--- config.mk ---
export PLATFORM = sky130hd
export DESIGN_NAME = scan_disk_request_scheduler
export DESIGN_NICKNAME = d
export VERILOG_FILES = /design/src/rtl/sdrs_pkg.sv /design/src/rtl/sdrs_ctrl.sv /design/src/rtl/sdrs_dp.sv /design/src/rtl/scan_disk_request_scheduler.sv
export SDC_FILE = /design/constraint.sdc
export NUM_CORES = 2
export LEC_CHECK = 0
export ABC_AREA = 0
export BUFFER_PORTS_ARGS = -buffer_cell sky130_fd_sc_hd__buf_2
export CORE_ASPECT_RATIO = 0.75
export CORE_MARGIN = 2
export CORE_UTILIZATION = 69
export DETAILED_ROUTE_END_ITERATION = 8
export GPL_TIMING_DRIVEN = 0
export PLACE_DENSITY = 0.95
export SYNTH_ARGS = -nofsm -noshare
export SYNTH_HDL_FRONTEND = slang
export SYNTH_SLANG_ARGS = --single-unit
export TNS_END_PERCENT = 20
--- constraint.sdc ---
create_clock -name clk -period 9.65 [get_ports clk]
set_clock_uncertainty 0.1 [all_clocks]
set_input_delay 1.93 -clock clk [delete_from_list [all_inputs] [get_ports clk]]
set_output_delay 1.93 -clock clk [all_outputs]
set_load 0.01 [all_outputs]
--- src/rtl/sdrs_pkg.sv ---
// ----------------------------------------------------------------------------
// sdrs_pkg
// Shared types and fixed field widths for the SCAN disk request scheduler.
// ----------------------------------------------------------------------------
package sdrs_pkg;

  // fixed field widths of the stream payloads
  localparam int unsigned FIELD_W     = 16;
  localparam int unsigned TOT_W       = 17;
  localparam int unsigned SUM_W       = 18;
  localparam int unsigned IN_TDATA_W  = 16;
  localparam int unsigned OUT_TDATA_W = 72;

  // average divider: one quotient bit per cycle over the 18-bit total
  localparam int unsigned DIV_STEPS = 18;
  localparam int unsigned STEP_W    = 5;

  // commands from the controller to the datapath
  typedef struct packed {
    logic insert;    // accept one request into the sorted chain
    logic prep;      // capture head compares, total, start the divider
    logic find;      // locate the head boundary, set up emission
    logic div_step;  // one divider iteration
    logic emit;      // load the next result into the output register
  } sdrs_cmd_t;

  // status from the datapath to the controller
  typedef struct packed {
    logic div_done;   // divider finishes with this step
    logic out_free;   // output register can take a result this cycle
    logic emit_last;  // next result is the final one of the batch
  } sdrs_status_t;

endpackage

--- src/rtl/sdrs_ctrl.sv ---
// ----------------------------------------------------------------------------
// sdrs_ctrl
// Batch sequencer: load, prepare, find boundary, divide, emit.
// ----------------------------------------------------------------------------
module sdrs_ctrl (
  input  logic                    clk,
  input  logic                    rst,
  input  logic                    s_tvalid,
  input  logic                    s_tlast,
  output logic                    s_tready,
  input  sdrs_pkg::sdrs_status_t  status,
  output sdrs_pkg::sdrs_cmd_t     cmd
);
  import sdrs_pkg::*;

  typedef enum logic [4:0] {
    ST_LOAD = 5'b00001,
    ST_PREP = 5'b00010,
    ST_FIND = 5'b00100,
    ST_DIV  = 5'b01000,
    ST_EMIT = 5'b10000
  } sdrs_state_t;

  sdrs_state_t state, state_next;

  // state register
  always_ff @(posedge clk) begin
    if (rst) begin
      state <= ST_LOAD;
    end else begin
      state <= state_next;
    end
  end

  // next state and commands
  always_comb begin
    state_next = state;
    cmd        = '0;
    s_tready   = 1'b0;
    case (state)
      ST_LOAD: begin
        s_tready = 1'b1;
        if (s_tvalid) begin
          cmd.insert = 1'b1;
          if (s_tlast) state_next = ST_PREP;
        end
      end
      ST_PREP: begin
        cmd.prep   = 1'b1;
        state_next = ST_FIND;
      end
      ST_FIND: begin
        cmd.find   = 1'b1;
        state_next = ST_DIV;
      end
      ST_DIV: begin
        cmd.div_step = 1'b1;
        if (status.div_done) state_next = ST_EMIT;
      end
      ST_EMIT: begin
        if (status.out_free) begin
          cmd.emit = 1'b1;
          if (status.emit_last) state_next = ST_LOAD;
        end
      end
      default: begin
        state_next = ST_LOAD;
      end
    endcase
  end

endmodule

--- src/rtl/sdrs_dp.sv ---
// ----------------------------------------------------------------------------
// sdrs_dp
// Datapath: insertion-sorted request chain, seek total, average divider
// and the result output register.
// ----------------------------------------------------------------------------
module sdrs_dp #(
  parameter int unsigned QUEUE_DEPTH = 16,
  parameter int unsigned TRACK_BITS  = 16
) (
  input  logic                               clk,
  input  logic                               rst,
  input  logic                               cfg_wr_en,
  input  logic [sdrs_pkg::FIELD_W-1:0]       cfg_wr_data,
  input  logic [sdrs_pkg::FIELD_W-1:0]       in_track,
  input  sdrs_pkg::sdrs_cmd_t                cmd,
  output sdrs_pkg::sdrs_status_t             status,
  input  logic                               out_take,
  output logic                               out_valid,
  output logic [sdrs_pkg::OUT_TDATA_W-1:0]   out_data,
  output logic                               out_last
);
  import sdrs_pkg::*;

  localparam int unsigned CNT_W = $clog2(QUEUE_DEPTH + 1);
  localparam int unsigned IDX_W = (QUEUE_DEPTH > 1) ? $clog2(QUEUE_DEPTH) : 1;
  localparam int unsigned REM_W = CNT_W + 1;

  // configuration and batch state
  logic [FIELD_W-1:0]    start_head;
  logic [TRACK_BITS-1:0] head;
  logic [TRACK_BITS-1:0] new_track;
  logic [CNT_W-1:0]      count;
  logic [TRACK_BITS-1:0] max_track;

  // sorted chain
  logic [TRACK_BITS-1:0] chain      [QUEUE_DEPTH];
  logic [TRACK_BITS-1:0] chain_next [QUEUE_DEPTH];
  logic [QUEUE_DEPTH-1:0] greater;
  logic [QUEUE_DEPTH-1:0] at_or_below;
  logic [CNT_W-1:0]      lower_c;
  logic [CNT_W-1:0]      lower;

  // total and divider
  logic [33:0]           sum_wide;
  logic [SUM_W-1:0]      total;
  logic [SUM_W-1:0]      quot;
  logic [REM_W-1:0]      rem;
  logic [REM_W-1:0]      rem_shift;
  logic [STEP_W-1:0]     step;

  // emission
  logic [IDX_W-1:0]      idx;
  logic                  down;
  logic [TRACK_BITS-1:0] pos;
  logic [CNT_W-1:0]      emit_cnt;
  logic [TRACK_BITS-1:0] cur_track;
  logic [TRACK_BITS-1:0] dist_c;
  logic [31:0]           track_wide;
  logic [31:0]           dist_wide;
  logic [31:0]           head_wide;
  logic [31:0]           in_wide;
  logic                  is_last;

  // field masking to track width
  assign head_wide = 32'(start_head);
  assign in_wide   = 32'(in_track);
  assign head      = head_wide[TRACK_BITS-1:0];
  assign new_track = in_wide[TRACK_BITS-1:0];

  // start head register
  always_ff @(posedge clk) begin
    if (rst) begin
      start_head <= '0;
    end else if (cfg_wr_en) begin
      start_head <= cfg_wr_data;
    end
  end

  // per-cell compare against the incoming request
  always_comb begin
    for (int i = 0; i < QUEUE_DEPTH; i++) begin
      greater[i] = (CNT_W'(i) < count) && (chain[i] > new_track);
    end
  end

  // shift-insert: cells above the insertion point move up by one
  always_comb begin
    for (int i = 0; i < QUEUE_DEPTH; i++) begin
      if (i > 0 && greater[(i > 0) ? i - 1 : 0]) begin
        chain_next[i] = chain[(i > 0) ? i - 1 : 0];
      end else if (greater[i] || CNT_W'(i) == count) begin
        chain_next[i] = new_track;
      end else begin
        chain_next[i] = chain[i];
      end
    end
  end

  always_ff @(posedge clk) begin
    if (cmd.insert && count < CNT_W'(QUEUE_DEPTH)) begin
      for (int i = 0; i < QUEUE_DEPTH; i++) begin
        chain[i] <= chain_next[i];
      end
    end
  end

  // request count and running maximum
  always_ff @(posedge clk) begin
    if (rst) begin
      count     <= '0;
      max_track <= '0;
    end else if (cmd.emit && status.emit_last) begin
      count     <= '0;
      max_track <= '0;
    end else if (cmd.insert && count < CNT_W'(QUEUE_DEPTH)) begin
      count <= count + 1'b1;
      if (new_track > max_track) max_track <= new_track;
    end
  end

  // seek total: head down to 0, then up to the highest request if it lies above head
  assign sum_wide = 34'(head) + ((max_track > head) ? 34'(max_track) : 34'd0);

  // boundary: the at-or-below flags form a thermometer over the sorted chain
  always_comb begin
    lower_c = '0;
    for (int i = 0; i < QUEUE_DEPTH; i++) begin
      if (at_or_below[i]) lower_c = CNT_W'(i + 1);
    end
  end

  // restoring divider, one quotient bit per step
  assign rem_shift = {rem[CNT_W-1:0], quot[SUM_W-1]};

  always_ff @(posedge clk) begin
    if (cmd.prep) begin
      for (int i = 0; i < QUEUE_DEPTH; i++) begin
        at_or_below[i] <= (CNT_W'(i) < count) && (chain[i] <= head);
      end
      total <= sum_wide[SUM_W-1:0];
      quot  <= sum_wide[SUM_W-1:0];
      rem   <= '0;
      step  <= '0;
    end else if (cmd.div_step) begin
      if (rem_shift >= REM_W'(count)) begin
        rem  <= rem_shift - REM_W'(count);
        quot <= {quot[SUM_W-2:0], 1'b1};
      end else begin
        rem  <= rem_shift;
        quot <= {quot[SUM_W-2:0], 1'b0};
      end
      step <= step + 1'b1;
    end
  end

  // current result: down pass measures down from pos, up pass measures up from pos
  assign cur_track  = chain[idx];
  assign dist_c     = down ? (pos - cur_track) : (cur_track - pos);
  assign track_wide = 32'(cur_track);
  assign dist_wide  = 32'(dist_c);
  assign is_last    = (emit_cnt + 1'b1) == count;

  // emission walk
  always_ff @(posedge clk) begin
    if (cmd.find) begin
      lower    <= lower_c;
      emit_cnt <= '0;
      if (lower_c == '0) begin
        down <= 1'b0;
        idx  <= '0;
        pos  <= '0;
      end else begin
        down <= 1'b1;
        idx  <= IDX_W'(lower_c - 1'b1);
        pos  <= head;
      end
    end else if (cmd.emit) begin
      emit_cnt <= emit_cnt + 1'b1;
      if (down) begin
        if (idx == '0) begin
          down <= 1'b0;
          idx  <= lower[IDX_W-1:0];
          pos  <= '0;
        end else begin
          idx <= idx - 1'b1;
          pos <= cur_track;
        end
      end else begin
        idx <= idx + 1'b1;
        pos <= cur_track;
      end
    end
  end

  // output register control
  always_ff @(posedge clk) begin
    if (rst) begin
      out_valid <= 1'b0;
    end else if (cmd.emit) begin
      out_valid <= 1'b1;
    end else if (out_take) begin
      out_valid <= 1'b0;
    end
  end

  // output payload
  always_ff @(posedge clk) begin
    if (cmd.emit) begin
      out_data[15:0]  <= track_wide[15:0];
      out_data[31:16] <= dist_wide[15:0];
      out_data[48:32] <= is_last ? total[TOT_W-1:0] : '0;
      out_data[65:49] <= is_last ? quot[TOT_W-1:0] : '0;
      out_data[71:66] <= '0;
      out_last        <= is_last;
    end
  end

  // status to the controller
  assign status.div_done  = (step == STEP_W'(DIV_STEPS - 1));
  assign status.out_free  = !out_valid || out_take;
  assign status.emit_last = is_last;

`ifndef SYNTHESIS
  // stored count never exceeds the chain length
  a_count_bound: assert property (@(posedge clk) disable iff (rst)
    count <= CNT_W'(QUEUE_DEPTH))
    else $error("request count beyond chain depth");

  // non-final results carry no total or average
  a_nonfinal_zero: assert property (@(posedge clk) disable iff (rst)
    (out_valid && !out_last) |-> (out_data[65:32] == '0))
    else $error("non-final result carries total or average");

  // emission reads only stored entries
  a_emit_index: assert property (@(posedge clk) disable iff (rst)
    cmd.emit |-> (CNT_W'(idx) < count))
    else $error("emission index outside stored requests");

  // a final result is followed by a fresh, empty batch
  a_batch_clear: assert property (@(posedge clk) disable iff (rst)
    (cmd.emit && status.emit_last) |=> (count == '0))
    else $error("batch not cleared after final result");
`endif

endmodule

--- src/rtl/scan_disk_request_scheduler.sv ---
// ----------------------------------------------------------------------------
// scan_disk_request_scheduler
// SCAN (elevator) scheduling of a batch of disk track requests.
// ----------------------------------------------------------------------------
//
//  channel   direction  payload (lowest bit first)
//  s_*       in         tdata: request_track[15:0]; tlast: last_request
//  m_*       out        tdata: served_track, move_distance, total_seek,
//                              average_seek, zero pad; tlast: last_result
//  cfg_*     in         cfg_wr_data: start_head
//
//  Requests load one per cycle into a sorted chain of QUEUE_DEPTH cells.
//  After the last request the block prepares, finds the boundary and runs
//  the 18-step divider for the average, then emits one result per cycle.
//  No request is taken from the last request until the final result has
//  entered the output register. A stalled m_tready holds emission.
//  rst is synchronous and active high; it empties the batch and clears
//  start_head.
// ----------------------------------------------------------------------------
module scan_disk_request_scheduler #(
  parameter int unsigned QUEUE_DEPTH = 16,
  parameter int unsigned TRACK_BITS  = 16
) (
  input  logic                                 clk,
  input  logic                                 rst,
  input  logic                                 cfg_wr_en,
  input  logic [sdrs_pkg::FIELD_W-1:0]         cfg_wr_data,  // start_head
  input  logic                                 s_tvalid,
  output logic                                 s_tready,
  input  logic [sdrs_pkg::IN_TDATA_W-1:0]      s_tdata,      // request_track
  input  logic                                 s_tlast,      // last_request
  output logic                                 m_tvalid,
  input  logic                                 m_tready,
  // served_track[15:0], move_distance[31:16], total_seek[48:32],
  // average_seek[65:49], zero [71:66]
  output logic [sdrs_pkg::OUT_TDATA_W-1:0]     m_tdata,
  output logic                                 m_tlast       // last_result
);
  import sdrs_pkg::*;

  sdrs_cmd_t    cmd;
  sdrs_status_t status;

  // batch sequencer
  sdrs_ctrl u_ctrl (
    .clk      (clk),
    .rst      (rst),
    .s_tvalid (s_tvalid),
    .s_tlast  (s_tlast),
    .s_tready (s_tready),
    .status   (status),
    .cmd      (cmd)
  );

  // chain, divider and output register
  sdrs_dp #(
    .QUEUE_DEPTH (QUEUE_DEPTH),
    .TRACK_BITS  (TRACK_BITS)
  ) u_dp (
    .clk         (clk),
    .rst         (rst),
    .cfg_wr_en   (cfg_wr_en),
    .cfg_wr_data (cfg_wr_data),
    .in_track    (s_tdata),
    .cmd         (cmd),
    .status      (status),
    .out_take    (m_tready),
    .out_valid   (m_tvalid),
    .out_data    (m_tdata),
    .out_last    (m_tlast)
  );

endmodule
# [Word-level counts from Yosys, hierarchy flattened]
# Memory sizes are Yosys's and may differ from the RTL's. A register that Yosys moved wholly into a read port is not among the register bits.
# Index checks and enable logic that the tools add are counted.
[word_totals] reg_bits=201 mem_bits_rw=256 inputBits=38 out_inout_bits=75 elab_cells=256 n_memories=1
[op_classes] n_addsub=10 magnitude_cmp=52 n_eq_ne=27 mux=87 reduce_logical=61
[memory_table] memory="u_dp.chain" words=16 width=16 rd=17 rd_ports_with_merged_regs=1 write_ports=16 line_no="sdrs_dp.sv:36" source="logic [TRACK_BITS-1:0] chain [QUEUE_DEPTH];"
[ops] cell="two-way mux 16 bit" count=38
[ops] cell="> comparator 16 bit" count=18
[ops] cell="<= comparator 16 bit" count=16
[ops] cell="two-way mux 4 bit" count=14
[ops] cell="equality test 4 x 5 -> 1 bit, first input constant" count=8
[ops] cell="less-than comparator 4 x 5 -> 1 bit, first input constant" count=8
[ops] cell="two-way mux 18 bit" count=2
[ops] cell="two-way mux 5 bit" count=7
[ops] cell="logical AND 1 bit" count=34
[ops] cell="subtractor 16 bit" count=2
[ops] cell="one-hot mux 5 bit (5 select lines)" count=1
[ops] cell="equality test 3 x 5 -> 1 bit, first input constant" count=4
[ops] cell="less-than comparator 3 x 5 -> 1 bit, first input constant" count=4
[ops] cell="two-way mux 1 bit" count=19
[ops] cell="adder 16 x 16 -> 17 bit" count=1
[ops] cell="logical OR 1 bit" count=17
[ops] cell="adder 5 x 1 -> 5 bit, second input constant" count=3
[ops] cell="two-way mux 3 bit" count=4
[ops] cell="equality test 2 x 5 -> 1 bit, first input constant" count=2
[ops] cell="equality test 5 bit, second input constant" count=2
[ops] cell="zero test 5 bit" count=2
[ops] cell="less-than comparator 1 x 5 -> 1 bit, first input constant" count=2
[ops] cell="less-than comparator 2 x 5 -> 1 bit, first input constant" count=2
[ops] cell="inequality test 2 bit, second input constant" count=4
[ops] cell="19 further kinds" count=23

# [Longest topological paths before layout]
[logic_depth] depth_word=20 mapped_depth=18 ltp_nobuf=18

# [Cells and area by module]
# A second synthesis with hierarchy kept.
[hier_totals] hier_cells=3151 hier_area_um2=35406.5
[by_module_without_submodules] mod="sdrs_dp" instances=1 cells_per_inst=3118 area_each_um2=35109.9 seq_area_each_um2=13122.6
[by_module_without_submodules] mod="sdrs_ctrl" instances=1 cells_per_inst=33 area_each_um2=296.5 seq_area_each_um2=100.1

# [Least setup slack after synthesis]
# OpenSTA, ideal clock, no wires.
[synth_path] path_kind="input to register" from="input port m_tready" to="register (tool-made name)" setup_ns=0.121 t_arrival_ns=5.619 t_required_ns=9.429 slack_ns=3.810 cell_stages=6 path_buffers=2 path_cell_list="nand2b_1 -> nor2b_1 -> clkbuf_1 -> nand2b_1 -> clkbuf_1 -> mux2_2"
[synth_lines] element="from (decl)" line_no="scan_disk_request_scheduler.sv:33" source="input logic m_tready,"

# [Worst setup path after layout]
[layout_path] from="register u_dp.start_head[13], in the netlist u_dp.head[13]" to="register u_dp.quot[12], data pin"
[layout_via] elab_chain_len=4
[layout_rtl] element="from (decl)" line_no="sdrs_dp.sv:29" source="logic [FIELD_W-1:0] start_head;"
[layout_rtl] element="from (signal assigned)" line_no="sdrs_dp.sv:75" source="start_head <= cfg_wr_data;"
[layout_rtl] element="> comparator 16 bit" line_no="sdrs_dp.sv:122" source="assign sum_wide = 34'(head) + ((max_track > head) ? 34'(max_track) : 34'd0);"
[layout_rtl] element="two-way mux 16 bit" line_no="sdrs_dp.sv:122"
[layout_rtl] element="adder 16 x 16 -> 17 bit" line_no="sdrs_dp.sv:122"
[layout_rtl] element="via u_dp.sum_wide[12]" line_no="sdrs_dp.sv:44" source="logic [33:0] sum_wide;"
[layout_rtl] element="two-way mux 18 bit" line_no="sdrs_dp.sv:136" source="if (cmd.prep) begin"
[layout_rtl] element="to (signal assigned)" line_no="sdrs_dp.sv:141" source="quot <= sum_wide[SUM_W-1:0];"
[layout_rtl] element="to (signal assigned)" line_no="sdrs_dp.sv:147" source="quot <= {quot[SUM_W-2:0], 1'b1};"
[layout_rtl] element="to (signal assigned)" line_no="sdrs_dp.sv:150" source="quot <= {quot[SUM_W-2:0], 1'b0};"
[layout_rtl] element="to (decl)" line_no="sdrs_dp.sv:46" source="logic [SUM_W-1:0] quot;"
# The timed path passes the listed nets, and every way through them passes these cells.
# A chain may end at the register's enable or synchronous reset.

==> out/metrics.yaml <==
clocking:
  cts_made_buffers: 47
  path_clk_slew_ns: 0.07
  clk_path_buf_depth: 3
  ctsHtreeMaxLevel: 2
  cts_root_buf: "clkbuf_16"
  insertion_delay_ns: 0.63
  cts_tree: "built"
  ctsHoldBuffers: 0
  cts_resized: 0
  cts_setup_buffers: 0
  cts.sinks: 461
min_path:
  hold_class: "flip-flop to flip-flop"
critical_path:
  startpoint_type: "flip-flop"
  r2r_slack_ns: 3.65
  path_class: "flip-flop to flip-flop"
  arrival_ns: 6.27
  reg2regPathDepth: 17
  startpoint: "u_dp.head[13]"
  crit_fanout: 18
  endpoint_kind: "flip-flop"
  endpoint: "u_dp.quot[12]"
  worstReg2RegStart: "u_dp.head[13]"
  rr_endpoint: "u_dp.quot[12]"
  worstPathRequired_ns: 9.92
power_and_ir_drop:
  total_power_mw: 5.08
  ir_worst_vdd_uv: 149
  powerDensity_nw_per_um2: 133
  p_leak_nw: 15.5
cells_and_area:
  nets: 3900
  area_growth_pct: 9.86
  drive_gt1_frac: 0.166
  num-fill-cells: 3075
grt:
  antenna_found_initial: 11
  overflow: 0
  first_global_vias: 28700
  grt_pass1_wl_um: 182000
  track_usage: 0.478
  grt_max_degree: 57
placement:
  portBuffers: 105
  gp_congestion: 1.06
  dp_hpwl_um: 87100
floorplan:
  core_um2: 49900
  initial_core_util: 0.696
  dieArea_um2: 52200
  die_w_um: 263
  io-pin-count: 113
  num_rows: 71
  dieHeight_um: 198
logic_synthesis:
  synth_cells: 3094
  yosys_warnings: 0
  syn-cell-area_um2: 34700
  ys_types: 88
  async_flop_share: 0
  synth.yosys.seq_area_share: 0.381
  avgSynthCellArea_um2: 11.2
  synth-seq-cells: 461
  synth_edf_count: 399
  yosys_most_used_dff: "edfxtp_1"
run_status:
  violations: "max-capacitance violations, max-slew violations"
  status: "finished with violations"
sta:
  final_max_slew_viol_count: 114
  hold_viol_final: 0
  tightest_slew_ns: 1.63
  slew_headroom: -0.0849
  finalCritPeriodShare: 0.622
  setup_tns_ns: 0
  finalSetupViolCount: 0
  fmax_ghz: 0.167
  min_period_ns: 6.00
  rsz0062_at_grt: "false"
routing:
  drt_wl_total_um: 127000
  drc: 0
  first_pass_iters: 8
  antenna_left: 0
  vias_per_cell: 7.61
  drtIter0Drc: 5425
  vias: 30200
  wl_per_cell_um: 31.9
job:
  max-cap-violations: 8
## critical path, cell delays in order (launching register included)
cell and delay (ns):
dfxtp_1 0.33, inv_1 1.16, ha_1 0.46, a21o_1 0.16, a21o_1 0.17, a21oi_1 0.14
o21ai_0 0.12, o311a_1 0.42, clkbuf_1 0.21, and2_1 0.27, fa_1 0.46, a21o_1 0.20
a21oi_1 0.28, o21ai_0 0.21, a41oi_1 0.38, o21ai_0 0.18, xnor2_1 0.22, mux2_2 0.29
## routing by layer
| layer | vias up | global-route usage | part of all wire |
|---|---|---|---|
| li1 | 12400 | - | - |
| met1 | 14100 | 0.596 | 0.35 |
| met2 | 2960 | 0.670 | 0.39 |
| met3 | 744 | 0.226 | 0.18 |
| met4 | 18 | 0.290 | 0.079 |
| met5 | - | 0.0242 | 0.0022 |
## report_power, final
part | internal (mW) | total [mW] | switching (mW)
registers | 2.20 | 2.25 | 0.0523
logic | 0.289 | 0.776 | 0.487
clock network | 1.16 | 2.06 | 0.890
## logic make-up (layout without fill, tap and decap cells)
group                    count (synthesis)  in the layout  share of synthesized area
AO/OA/AOI/OAI                          696            696                      0.129
XOR/XNOR                                48             48                     0.0125
adder cells (fa/ha/maj)                592            592                      0.214
buffers and inverters                  233            442                     0.0280
flip-flops                             461            461                      0.381
multiplexers                           330            330                      0.132
other                                    1             13                   0.000108
AND/OR/NAND/NOR                        733            733                      0.104
## placed cells by master (no fill, tap or decap), types with 80 or more instances in the layout
master and n:
ha_1 588, edfxtp_1 399, nand2_1 211, mux2_2 186
o21ai_0 178, a21oi_1 175, nor2_1 155, inv_1 127
buf_2 124, nand4_1 99, a21o_1 91, mux4_2 80
## cell usage after synthesis (29+ instances only)
cell type,instances,area share
clkbuf_1,62,0.0067
nand4_1,99,0.018
a21o_1,91,0.020
o21a_1,52,0.011
ha_1,588,0.21
inv_1,133,0.014
a21oi_1,178,0.026
edfxtp_1,399,0.34
mux2i_1,55,0.016
a31oi_1,29,0.0052
mux2_2,186,0.060
nand3_1,44,0.0063
mux4_2,80,0.052
o21ai_0,178,0.026
nor3_1,35,0.0050
and2_1,54,0.0097
nor2b_1,49,0.0088
dfxtp_1,62,0.036
nor2_1,156,0.017
nand2_1,211,0.023
## cell type report
type / count / area (um^2) / share of cell area
plain buffers: 98 / 472 / 0.0124
well taps: 657 / 822 / 0.0215
diodes: 7 / 17.5 / 0.000459
flip-flops and latches: 461 / 13200 / 0.346
clock buffers: 52 / 1230 / 0.0321
inverters: 135 / 507 / 0.0133
multi-input cells: 2405 / 20600 / 0.541
clock inverters: 35 / 437 / 0.0114
repair buffers: 122 / 828 / 0.0217
## stage by stage
step / hold slack [ns] / utilization / instances / cell area [um^2] / setup slack, ns
after detailed placement: 0.384 / 0.727 / 3871 / 36300 / 3.13
final: 0.403 / 0.764 / 3972 / 38200 / 3.65
after global placement: 0.377 / 0.723 / 3861 / 36100 / 2.66
after floorplan: 0.353 / - / 3099 / 34800 / 3.81
after global routing: 0.430 / 0.764 / 3966 / 38200 / 3.51
after CTS: 0.393 / 0.761 / 3958 / 38000 / 3.71
## how the worst min path moves through the flow
stage / endpoint / cells after the start / slack (ns) / start
finish: u_dp.rem[2] / 2 / 0.40 / u_dp.rem[2]
detailed placement: u_dp.rem[2] / 2 / 0.38 / u_dp.rem[2]
global placement: u_dp.rem[2] / 2 / 0.38 / u_dp.rem[2]
CTS: u_dp.rem[2] / 2 / 0.39 / u_dp.rem[2]
global route: u_dp.rem[2] / 2 / 0.43 / u_dp.rem[2]
floorplan: u_dp.rem[2] / 2 / 0.35 / u_dp.rem[2]
## registers in the layout, summed over array words and instances, names as in the netlist, 16 cells and up, named ones only
signal	flops
u_dp.at_or_below	16
u_dp.max_track	16
u_dp.chain	256
u_dp.pos	16
u_dp.total	17
u_dp.out_data	66
u_dp.head	16
u_dp.quot	18
Note: power is estimated with default switching activity, not from simulation.
